===== src/rtl/core/frnf_ram.sv =====
`timescale 1ns / 1ps

module frnf_ram #(
   parameter int WIDTH = 8,
   parameter int DEPTH = 64
) (
   input  logic                     clock,
   input  logic                     wr_en,
   input  logic [$clog2(DEPTH)-1:0] wr_addr,
   input  logic [WIDTH-1:0]         wr_data,
   input  logic                     rd_en,
   input  logic [$clog2(DEPTH)-1:0] rd_addr,
   output logic [WIDTH-1:0]         rd_data
);

   logic [WIDTH-1:0] mem_ff [DEPTH];
   logic [WIDTH-1:0] rd_data_ff;

   always_ff @(posedge clock) begin
      if (wr_en) begin
         mem_ff[wr_addr] <= wr_data;
      end
      if (rd_en) begin
         rd_data_ff <= mem_ff[rd_addr];
      end
   end

   assign rd_data = rd_data_ff;

endmodule


===== config.mk =====
export PLATFORM = sky130hd
export DESIGN_NAME = frnf_ram
export DESIGN_NICKNAME = d
export VERILOG_FILES = /design/src/rtl/core/frnf_ram.sv
export SDC_FILE = /design/constraint.sdc
export NUM_CORES = 1
export LEC_CHECK = 0
export BUFFER_PORTS_ARGS = -buffer_cell sky130_fd_sc_hd__buf_2
export CORE_MARGIN = 10
export CORE_UTILIZATION = 53
export CTS_BUF_LIST = sky130_fd_sc_hd__clkbuf_2 sky130_fd_sc_hd__clkbuf_4 sky130_fd_sc_hd__clkbuf_8
export DETAILED_ROUTE_END_ITERATION = 6
export PLACE_DENSITY = 0.69
export SKIP_CTS_REPAIR_TIMING = 1
export SLEW_MARGIN = 40
export SYNTH_ARGS = -nofsm -noshare
export SYNTH_HDL_FRONTEND = slang
export SYNTH_SLANG_ARGS = --single-unit

===== constraint.sdc =====
create_clock -name clock -period 2.86 [get_ports clock]
set_input_delay 0.286 -clock clock [delete_from_list [all_inputs] [get_ports clock]]
set_output_delay 0.286 -clock clock [all_outputs]
set_load 0.05 [all_outputs]

### Word-level counts from Yosys, hierarchy flattened

Memory sizes are Yosys's and may differ from the RTL's. A register that Yosys moved wholly into a read port is not among the register bits.
Cells that the tools add are included.

| word-level totals | value |
|---|---|
| register bits | 0 |
| latch bits | 0 |
| memory bits (writable) | 512 |
| memory bits (read-only) | 0 |
| input port bits | 23 |
| output and inout bits | 8 |
| word-level logic and storage cells | 3 |
| memories | 1 |

Memories:

| memory | words | width | read ports | clocked after Yosys merged registers in | wr ports | RTL line | source |
|---|---|---|---|---|---|---|---|
| mem_ff | 64 | 8 | 1 | 1 | 1 | 16 | `logic [WIDTH-1:0] mem_ff [DEPTH];` |

| cells by class | value |
|---|---|
| add/subtract/negate cells | 0 |
| $mul | 0 |
| div/mod/pow operators | 0 |
| order comparisons | 0 |
| equality and inequality tests | 0 |
| shift-type cells | 0 |
| muxes and demuxes | 2 |
| bitwise logic cells | 0 |
| reductions and logical operators | 0 |

Operators by type and width:

| kind | count |
|---|---|
| $mux 1 | 2 |

### Longest topological paths before layout

| depth | value |
|---|---|
| word-level depth | 2 |
| gate-level depth with buffers | 9 |
| gate-level depth less buffers | 5 |

### Worst setup path before layout

Ideal clock, no wire load.

| path | value |
|---|---|
| kind | input port to flip-flop |
| from | input rd_addr[1] |
| to | register rd_data_ff[3] (netlist: rd_data[3]), read port of mem_ff, data pin |
| library setup time | 0.266 ns |
| data arrival time | 1.826 ns |
| required time | 2.594 ns |
| setup slack | 0.768 ns |
| stages | 7 |
| path buffers | 3 |
| cell sequence | buf_4 -> buf_2 -> buf_2 -> mux4_2 -> mux4_2 -> o21ai_1 -> o41ai_1 |

RTL lines:

| what | RTL line | source |
|---|---|---|
| start: declaration | 12 | `input logic [$clog2(DEPTH)-1:0] rd_addr,` |
| end: declaration | 17 | `logic [WIDTH-1:0] rd_data_ff;` |

==> reports/metrics.cfg <==
[status]
outcome = complete, no violations

[global_routing]
grt.total_usage = 0.194
grt_pass1_vias = 10400
gr-total-overflow = 0
antenna_found_initial = 3
grt_max_degree = 65
grt_first_pass_wirelength_um = 67200

[synthesis]
synth.yosys.seq_area_share = 0.771
yosys.cell_types.count = 39
ys.flop_type = edfxtp_1
ys_seq_elements = 520
postSynthCellCount = 940
synthArstFlopShare = 0
synth_nets = 963
synth-edff-count = 520
portion_of_synthesized_cell_area_occupied_by_the_leading_cell_type = 0.771
yosys_warnings = 0
syn-cell-area_um2 = 20200
synthTopCellsByCount = edfxtp_1 (520), mux4_2 (126), nor2_1 (83), mux2i_1 (23), nand2_1 (19)
yosys.area.top_type = edfxtp_1
ys_top_cells_by_area = edfxtp_1 (77%), mux4_2 (14%), nor2_1 (1.5%)
synth_area_per_cell_um2 = 21.5
most_frequently_used_cell_type_in_the_post_synthesis_netlist = edfxtp_1

[pwr]
pwr_density_cell_nw_per_um2 = 671
vdd.ir_drop.worst_mv = 0.363
p_leak_nw = 7.49

[route]
drt_first_iter_violations = 1095
ant_nets = 0
final_wirelength_um = 44200
routed_via_density = 5.96
route.vias.total = 10000
drcViolationCount = 0
wire_per_inst_um = 26.3
firstDrtPassIters = 6

[critical_path]
critical_path.max_fanout = 1
timing.setup.critical_path_class = flop to flop
critPathRequiredTime_ps = 3230
timing.critical_path.from = mem_ff[29][6]$_DFFE_PP_
setup.worst_path.end_class = flop
origin_of_the_critical_flop_to_flop_path = mem_ff[29][6]$_DFFE_PP_
cp-start-kind = flop
worst-r2r-cell-count = 5
worst_endpoint_data_arrival_time_ps = 2530

[clock_network]
tritoncts_num_sinks = 520
cts_tree = yes
cts-root-to-sink-buffers = 3
clk-insertion-delay-late_ps = 630
numCtsBuffers = 84
clkSlewWorstSetupHoldPaths_ps = 60
cts-root-buf = clkbuf_8
cts.htree.levels = 3

[worst_hold_path]
timing.hold.worst_path_depth = 1
hold_path.startpoint = rd_en
timing.hold.worst.class = input port to flop

[timing]
finalHoldWorstSlack_ps = 48.1
timing.fmax_ghz = 0.462
slew_headroom = 0.517
slew_viol_final = 0
final_hold_viol_count = 0
fin_tns_setup_ps = 0
fin_worst_skew_ps = 23.7
final.period_utilization = 0.756
worst_slew_pin_slew_ps = 725
timing.final.setup_violations = 0
final_period_minus_worst_setup_slack_ps = 2160
rsz0062_at_grt = no

[floorplan]
start_util = 0.538
design.portCount = 31
floorplan.core_area_um2 = 37700
die_x_um = 215
num_rows = 71
die-area_um2 = 46400
fp.dieH_um = 215

[layout]
finalNetCount = 1125
syn_to_final_growth_pct = 14.8
layout_cells_sized_above_1 = 0.340

[placed_design]
hpwl_um = 27600
place.gp.congestion = 0.831
placement.io_buffers = 30

[run]
max-cap-violations = 0

## state kept, by name (all words and copies together), names as in the netlist
name,flops
mem_ff,512
rd_data,8
## area by class of cell
type                       count  area (um^2)
tap                          511          639
multi-input combinational    369         4320
clock buffer                 109         1350
antenna                        1         2.50
sequential                   520        15600
fill                        2683        14400
clock inverter                44          305
timing repair buffer         127         1020
## final timing paths
path	to	slack, ps
worst max-delay path	rd_data[6]$_DFFE_PP_	700
worst max register to register	rd_data[6]$_DFFE_PP_	700
worst min register to register	rd_data[6]$_DFFE_PP_	940
worst min-delay path	rd_data[5]$_DFFE_PP_	50
## critical path, stage by stage, from the launching register on
cell and delay [ps]:
edfxtp_1 370, mux4_2 470, mux2_2 270, o221a_2 280
nor3_1 380, o32ai_1 150
## routing by layer
| layer | wire length, um | GRT usage |
|---|---|---|
| met1 | 18400 | 0.274 |
| met2 | 21100 | 0.294 |
| met3 | 3630 | 0.0435 |
| met4 | 1010 | 0.0723 |
| met5 | 31 | 0 |
## cells by family (layout without fill, tap and decap cells)
kind of cell | Yosys count | count (layout) | synth area share
AND/OR/NAND/NOR | 153 | 153 | 0.0337
AO/OA/AOI/OAI | 54 | 54 | 0.0206
buffers and inverters | 51 | 280 | 0.0156
flip-flops | 520 | 520 | 0.771
multiplexers | 162 | 162 | 0.159
other | 0 | 1 | 0
## stage by stage
stage | worst slack, ps | instances | utilization | area, um^2 | total power, W
6_report | 697 | 1681 | 0.617 | 23200 | 0.0156
5_1_grt | 628 | 1681 | 0.617 | 23200 | 0.0162
4_1_cts | 699 | 1680 | 0.617 | 23200 | 0.0157
3_5_place_dp | 310 | 1527 | 0.573 | 21600 | 0.00947
3_3_place_gp | 321 | 1527 | 0.573 | 21600 | 0.00946
2_1_floorplan | 768 | 940 | - | 20200 | 0.00911
## cell usage in the layout (no fill, tap or decap), types with 3 or more instances in the layout
master,n
edfxtp_1,520
mux4_2,126
buf_4,90
clkbuf_8,86
nor2_1,83
buf_2,26
clkinv_1,24
clkbuf_4,24
mux2i_1,23
nand2_1,19
nor2b_1,14
mux2_2,13
nand3_1,13
clkinv_2,10
buf_12,10
o221ai_1,8
o22ai_1,8
nand2b_1,7
nor3_1,7
a221oi_1,6
clkinvlp_4,6
a211oi_1,4
bufinv_16,4
nand3b_1,3
a21oi_1,3
a22oi_1,3
o2111ai_1,3
o2bb2ai_1,3
## power by group
part | internal, W | switching (W) | leakage (nW) | total (W)
sequential | 0.00845 | 0.0000260 | 4.69 | 0.00848
clock | 0.00345 | 0.00285 | 0.856 | 0.00630
combinational | 0.000317 | 0.000507 | 1.95 | 0.000825
total | 0.0122 | 0.00338 | 7.49 | 0.0156
Note: power is estimated with default switching activity, not from simulation.
