===== src/rtl/core/frnf_pkg.sv =====
`timescale 1ns / 1ps

package frnf_pkg;

   localparam int MAX_SENSORS  = 64;
   localparam int COORD_WIDTH  = 20;
   localparam int RADIUS_WIDTH = 19;
   localparam int OPCODE_WIDTH = 2;
   localparam int QIDX_WIDTH   = 6;
   localparam int STATUS_WIDTH = 3;
   localparam int NIDX_WIDTH   = 6;

   localparam int IDX_WIDTH   = (MAX_SENSORS > 1) ? $clog2(MAX_SENSORS) : 1;
   localparam int CNT_WIDTH   = $clog2(MAX_SENSORS + 1);
   localparam int CMP_WIDTH   = QIDX_WIDTH + 1;
   localparam int ENTRY_WIDTH = 2 * COORD_WIDTH;
   localparam int SQ_WIDTH    = 2 * COORD_WIDTH;
   localparam int DIST_WIDTH  = SQ_WIDTH + 1;
   localparam int R2_WIDTH    = 2 * RADIUS_WIDTH;
   localparam int CMPD_WIDTH  = (DIST_WIDTH > R2_WIDTH) ? DIST_WIDTH : R2_WIDTH;

   localparam int RSP_FIFO_DEPTH  = 8;
   localparam int FIFO_PTR_WIDTH  = $clog2(RSP_FIFO_DEPTH);
   localparam int FIFO_CNT_WIDTH  = $clog2(RSP_FIFO_DEPTH + 1);
   localparam int INFLIGHT_WIDTH  = FIFO_CNT_WIDTH;
   localparam int CREDIT_WIDTH    = INFLIGHT_WIDTH + 1;

   localparam logic [RADIUS_WIDTH-1:0] RADIUS_RESET = RADIUS_WIDTH'(2560);

   localparam logic [OPCODE_WIDTH-1:0] OP_CLEAR  = 2'd0;
   localparam logic [OPCODE_WIDTH-1:0] OP_LOAD   = 2'd1;
   localparam logic [OPCODE_WIDTH-1:0] OP_TARGET = 2'd2;
   localparam logic [OPCODE_WIDTH-1:0] OP_SENSOR = 2'd3;

   localparam logic [STATUS_WIDTH-1:0] ST_FOUND  = 3'd0;
   localparam logic [STATUS_WIDTH-1:0] ST_NONE   = 3'd1;
   localparam logic [STATUS_WIDTH-1:0] ST_OK     = 3'd2;
   localparam logic [STATUS_WIDTH-1:0] ST_FULL   = 3'd3;
   localparam logic [STATUS_WIDTH-1:0] ST_BADIDX = 3'd4;

   typedef struct packed {
      logic [OPCODE_WIDTH-1:0]       opcode;
      logic signed [COORD_WIDTH-1:0] x_coord;
      logic signed [COORD_WIDTH-1:0] y_coord;
      logic [QIDX_WIDTH-1:0]         query_index;
   } req_type;

   typedef struct packed {
      logic [STATUS_WIDTH-1:0] status;
      logic [NIDX_WIDTH-1:0]   neighbor_index;
      logic                    last;
   } rsp_type;

   typedef struct packed {
      logic                 valid;
      logic [IDX_WIDTH-1:0] idx;
   } scan_tag_type;

   typedef struct packed {
      logic                 valid;
      logic                 hit;
      logic [IDX_WIDTH-1:0] idx;
   } match_type;

endpackage


===== src/rtl/core/frnf_dist.sv =====
`timescale 1ns / 1ps

module frnf_dist (
   input  logic                                  clock,
   input  logic                                  reset,
   input  frnf_pkg::scan_tag_type                tag,
   input  logic signed [frnf_pkg::COORD_WIDTH-1:0] entry_x,
   input  logic signed [frnf_pkg::COORD_WIDTH-1:0] entry_y,
   input  logic signed [frnf_pkg::COORD_WIDTH-1:0] query_x,
   input  logic signed [frnf_pkg::COORD_WIDTH-1:0] query_y,
   input  logic [frnf_pkg::RADIUS_WIDTH-1:0]       radius,
   output frnf_pkg::match_type                   match
);

   localparam int CW = frnf_pkg::COORD_WIDTH;

   logic signed [CW:0]                dx_full;
   logic signed [CW:0]                dy_full;
   logic signed [CW:0]                dx_abs;
   logic signed [CW:0]                dy_abs;
   logic [frnf_pkg::CMPD_WIDTH-1:0]   dist_sum;
   logic                              hit_in;

   logic [frnf_pkg::R2_WIDTH-1:0]     r2_ff;
   logic [CW-1:0]                     ax_ff;
   logic [CW-1:0]                     ay_ff;
   logic [frnf_pkg::SQ_WIDTH-1:0]     sqx_ff;
   logic [frnf_pkg::SQ_WIDTH-1:0]     sqy_ff;
   frnf_pkg::scan_tag_type            tag_s1_ff;
   frnf_pkg::scan_tag_type            tag_s2_ff;
   frnf_pkg::match_type               match_ff;

   // absolute coordinate differences
   assign dx_full = {entry_x[CW-1], entry_x} - {query_x[CW-1], query_x};
   assign dy_full = {entry_y[CW-1], entry_y} - {query_y[CW-1], query_y};
   assign dx_abs  = dx_full[CW] ? -dx_full : dx_full;
   assign dy_abs  = dy_full[CW] ? -dy_full : dy_full;

   assign dist_sum = frnf_pkg::CMPD_WIDTH'(sqx_ff) + frnf_pkg::CMPD_WIDTH'(sqy_ff);
   assign hit_in   = dist_sum < frnf_pkg::CMPD_WIDTH'(r2_ff);

   always_ff @(posedge clock) begin
      r2_ff  <= frnf_pkg::R2_WIDTH'(radius) * frnf_pkg::R2_WIDTH'(radius);
      ax_ff  <= dx_abs[CW-1:0];
      ay_ff  <= dy_abs[CW-1:0];
      sqx_ff <= frnf_pkg::SQ_WIDTH'(ax_ff) * frnf_pkg::SQ_WIDTH'(ax_ff);
      sqy_ff <= frnf_pkg::SQ_WIDTH'(ay_ff) * frnf_pkg::SQ_WIDTH'(ay_ff);
      tag_s1_ff.idx <= tag.idx;
      tag_s2_ff.idx <= tag_s1_ff.idx;
      match_ff.idx  <= tag_s2_ff.idx;
      match_ff.hit  <= hit_in;
      if (reset) begin
         tag_s1_ff.valid <= 1'b0;
         tag_s2_ff.valid <= 1'b0;
         match_ff.valid  <= 1'b0;
      end else begin
         tag_s1_ff.valid <= tag.valid;
         tag_s2_ff.valid <= tag_s1_ff.valid;
         match_ff.valid  <= tag_s2_ff.valid;
      end
   end

   assign match = match_ff;

endmodule


===== config.mk =====
export PLATFORM = sky130hd
export DESIGN_NAME = frnf_dist
export DESIGN_NICKNAME = d
export VERILOG_FILES = /design/src/rtl/core/frnf_pkg.sv /design/src/rtl/core/frnf_dist.sv
export SDC_FILE = /design/constraint.sdc
export NUM_CORES = 2
export LEC_CHECK = 0
export BUFFER_PORTS_ARGS = -buffer_cell sky130_fd_sc_hd__clkbuf_2
export CAP_MARGIN = 30
export CELL_PAD_IN_SITES_DETAIL_PLACEMENT = 1
export CELL_PAD_IN_SITES_GLOBAL_PLACEMENT = 1
export CORE_ASPECT_RATIO = 0.8
export CORE_UTILIZATION = 52
export CTS_BUF_LIST = sky130_fd_sc_hd__clkbuf_4
export CTS_CLUSTER_DIAMETER = 50
export DETAILED_ROUTE_END_ITERATION = 10
export PLACE_DENSITY_LB_ADDON = 0.05
export RECOVER_POWER = 50
export SETUP_SLACK_MARGIN = 0.5
export SLEW_MARGIN = 20
export SYNTH_ARGS = -nofsm -noshare
export SYNTH_HDL_FRONTEND = slang
export SYNTH_SLANG_ARGS = --single-unit

===== constraint.sdc =====
create_clock -name clock -period 10.3 [get_ports clock]
set_input_delay 1.03 -clock clock [delete_from_list [all_inputs] [get_ports clock]]
set_output_delay 1.03 -clock clock [all_outputs]
set_load 0.02 [all_outputs]

# ---- Word level (Yosys, flattened, before mapping)
# Cells that the tools add are included.
dict set report op_classes {
  n_addsub 5
  multipliers 3
  n_lt_le_gt_ge 1
  muxes 2
}
# op count
set op_table {}
lappend op_table {{20-bit by 20-bit multiplier with 40-bit output} 2}
lappend op_table {{20-bit by 20-bit subtractor with 21-bit output} 2}
lappend op_table {{40-bit by 40-bit adder with 41-bit output} 1}
lappend op_table {{41-bit by 38-bit less-than comparator with 1-bit output} 1}
lappend op_table {{20-bit 2-to-1 mux} 2}
lappend op_table {{20-bit negator} 2}
lappend op_table {{19-bit by 19-bit multiplier with 38-bit output} 1}
dict set report word_totals {
  regBits 180
  input_bits 108
  output_inout_bits 8
  word_cells 23
}

# ---- Longest topological paths before layout
dict set report depth {
  word_depth 3
  mapped_depth 28
  depth_no_buf 26
}

# ---- Worst setup path before layout
# No wires, ideal clock.
dict set report synth_timing {
  path_type {reg2reg}
  start {register ax_ff[8]}
  end {register sqx_ff[36] in the netlist's numbering}
  setup_ns 0.106
  t_arrival_ns 7.073
  required_ns 10.194
  setup_slack_ns 3.121
  stages_incl_launch_ff 25
  path_buffers 2
  synth_period_minus_slack_ns 7.179
  cell_sequence {dfxtp_1 > clkbuf_1 > clkbuf_1 > nand2_1 > fa_1 > inv_1 > fa_1 > fa_1 > fa_1 > inv_1 > fa_1 > inv_1 > fa_1 > fa_1 > ha_1 > a21o_1 > a211o_1 > a311oi_1 > o21ai_0 > o21a_1 > o21ai_1 > o31ai_1 > o41ai_2 > or4b_1 > o311ai_0}
}
dict set report synth_via {
  elab_chain_cells 1
}
# element line_no
set synth_lines {}
lappend synth_lines {{start: declaration} frnf_dist.sv:25} ;# logic [CW-1:0] ax_ff;
lappend synth_lines {{start signal: assignment} frnf_dist.sv:44} ;# ax_ff <= dx_abs[CW-1:0];
lappend synth_lines {{20-bit by 20-bit multiplier with 40-bit output} frnf_dist.sv:46} ;# sqx_ff <= frnf_pkg::SQ_WIDTH'(ax_ff) * frnf_pkg::SQ_WIDTH'(ax_ff);
lappend synth_lines {{end signal: assignment} frnf_dist.sv:46}
lappend synth_lines {{end: declaration} frnf_dist.sv:27} ;# logic [frnf_pkg::SQ_WIDTH-1:0] sqx_ff;
# Every way passes these cells.
# A chain may end at the register's enable or synchronous reset.

# ---- Worst setup path in the final report
dict set report layout_timing {
  start {register ax_ff[6]}
  end {register sqx_ff[36] in the netlist's numbering}
}
# Same word-level chain as after synthesis.

==> results_dict.tcl <==
set metrics [dict create \
    status "complete, no violations" \
    setup_viol 0 \
    fin_skew_ns 0.0458 \
    ys.flop_type "dfxtp_1" \
    r2r_slack_ns 2.05 \
    clock_latency_ns 0.77 \
    drv_slew 0 \
    r2r-start "ax_ff[6]" \
    place_congestion 0.871 \
    critPathCaptureType "flop" \
    fin_crit_sh 0.801 \
    grt_pass1_vias 34018 \
    cts_root_buffer "clkbuf_4" \
    first_pass_iters 6 \
    initial_core_util 0.529 \
    fillers 9238 \
    criticalPathCategory "flop to flop" \
    fin_nets 6075 \
    drt_iter0_drc 1287 \
    area_growth_pct 4.53 \
    rr_worst_depth 22 \
    synth_top_cell_area_share 0.385 \
    cts_max_level 4 \
    worstPathRequired_ns 10.93 \
    min_from "tag_s2_ff[4]" \
    synth_most_common_cell "inv_1" \
    grt_pass1_wl_um 176000 \
    grt_max_degree 25 \
    yosys.area.top_type "fa_1" \
    cts_buffers 17 \
    period_minus_slack_ns 8.25 \
    maxCapViolations 0 \
    ios 116 \
    antenna_found_initial 5 \
    arrival_ns 8.88 \
    die_w_um 319 \
    cts_tree "done" \
    drive_gt1_frac 0.0451 \
    hold_path_end "match[4]" \
    synth_area_um2 41900 \
    core_area_um2 79200 \
    rsz0062_at_grt "no" \
    yosys-top-cells-area "fa_1 (39%), ha_1 (16%), inv_1 (10%)" \
    synth-seq-cells 177 \
    synthTopCellsByCount "inv_1 (1168), fa_1 (806), ha_1 (543)" \
    ys_seq_area_frac 0.0846 \
    finalSetupTns_ns 0 \
    io_buffers 115 \
    clk_path_buf_depth 2 \
    worstHoldPathCells 0 \
    fmax_mhz 121 \
    clkSinkCount 177 \
    critPathLaunchType "flop" \
    fp-row-count 92 \
    clk_pin_slew_ns 0.19 \
    vias 30014 \
    slew_headroom 0.209 \
    wl_per_cell_um 18.5 \
    avgViaCountPerCell 5.30 \
    avgSynthCellArea_um2 9.16 \
    post_cts_buffers 0 \
    grt_overflow 0 \
    critPathMaxFanout 18 \
    async_flop_share 0 \
    met1_length_um 49000 \
    ctsResizeCount 0 \
    syn_nets 6030 \
    met3_wirelength_um 3420 \
    die-area_um2 81700 \
    postSynthCellCount 4573 \
    drc 0 \
    holdBufCountCts 0 \
    synth_edf_count 0 \
    hp-class "flop to flop" \
    yosys_warnings 0 \
    dr_wl_met2_um 51000 \
    ant_nets 0 \
    die_h_um 256 \
    hold_violations 0 \
    maxUsedRoutingLayer "met5" \
    reg2reg_to "sqx_ff[36]" \
    ys_types 90 \
    place_hpwl_um 90500 \
    grt.total_usage 0.271 \
    worst-slew-pin-transition_ns 1.19 \
    totalWireLength_um 105000 \
]
==> final cells by class <==
cell class,count,area (um^2),share of cell area
Multi-Input combinational cell,3108,33500,0.765
Inverter,1168,4380,0.100
Sequential cell,177,3540,0.0809
Tap cell,1034,1290,0.0296
Timing Repair Buffer,146,796,0.0182
Clock inverter,14,141,0.00323
Clock buffer,18,135,0.00309
Antenna cell,3,7.51,0.000171
==> cells by family (layout without fill, tap and decap cells) <==
logic type / count (synthesis) / after routing / share of synthesized area
AOI/OAI and AO/OA: 538 / 538 / 0.0851
xor gates and xnor gates: 233 / 233 / 0.0489
adders and majority gates: 1350 / 1350 / 0.548
buffers and inverters: 1288 / 1346 / 0.116
DFF: 177 / 177 / 0.0846
muxes: 10 / 10 / 0.00254
other: 0 / 3 / 0
and+or+nand+nor: 977 / 977 / 0.115
==> flip-flops by register name (all words and copies together), names as in the netlist <==
signal,cells
ay_ff,20
sqx_ff,39
ax_ff,20
tag_s1_ff,7
match,8
sqy_ff,39
r2_ff,37
tag_s2_ff,7
==> worst max path at each step <==
stage                  start  cells after the start          to  slack (ns)
global route        ay_ff[6]                     23  sqy_ff[38]        1.72
detailed placement  ax_ff[2]                     22  sqx_ff[36]        2.24
finish              ax_ff[6]                     22  sqx_ff[36]        2.05
global placement    ax_ff[2]                     22  sqx_ff[36]        2.50
CTS                 ax_ff[6]                     22  sqx_ff[36]        2.16
floorplan           ax_ff[8]                     24  sqx_ff[36]        3.12
==> critical path, stage by stage (launching register included) <==
cell and delay, ns:
dfxtp_1 0.99, inv_1 0.38, ha_1 0.30, or2_2 0.28, fa_1 0.48, inv_1 0.05
fa_1 0.51, inv_1 0.06, fa_1 0.50, fa_1 0.58, fa_1 0.44, fa_1 0.46
ha_1 0.36, a21o_1 0.18, a211o_1 0.31, a311oi_1 0.38, o21ai_0 0.20, o21a_1 0.20
o21ai_1 0.33, o31ai_1 0.19, o41ai_2 0.33, or4b_1 0.46, o311ai_0 0.11
==> cell usage in the layout (no fill, tap or decap), types with 8 or more instances in the layout <==
master    netlist  routed
nand2b_1       19      19
clkbuf_1      116      14
nand2_1       360     360
o21a_1         36      36
nor2b_1        39      39
a211oi_1       13      13
nor2_1        157     157
xnor2_1       151     151
ha_1          543     543
a31oi_1        20      20
a21o_1        100     100
dfxtp_1       177     177
nand3_1        28      28
clkbuf_2        0     105
clkbuf_4        0      18
o211ai_1       19      19
fa_1          806     806
nor3_1         36      36
xor2_1         81      81
and2_1        229     224
or2_2          18      18
and3_1         23      23
nand4_1        19      19
inv_1        1168    1168
or3_1          12      12
o21bai_1       19      19
buf_4           0      24
o21ai_0        76      77
a21oi_1       159     159
a21boi_0        8       8
==> through the flow <==
step                      hold slack, ns  utilization  worst slack [ns]  instance area (um^2)  instances
final                              0.344        0.553              2.05                 43800       5668
after detailed placement           0.315        0.549              2.24                 43500       5630
after CTS                          0.286        0.553              2.16                 43800       5662
after floorplan                    0.310            -              3.12                 41900       4573
after global routing               0.326        0.553              1.72                 43800       5667
after global placement             0.311        0.549              2.50                 43500       5630
==> metal layers <==
metal / global-route usage / up-vias
li1: - / 14088
met1: 0.374 / 15382
met2: 0.464 / 442
met3: 0.0284 / 100
met4: 0.0545 / 2
met5: 0 / -
Power is left out: the tool's default activity adds up to more than one toggle a clock period on the data nets, which glitch-free logic cannot reach.
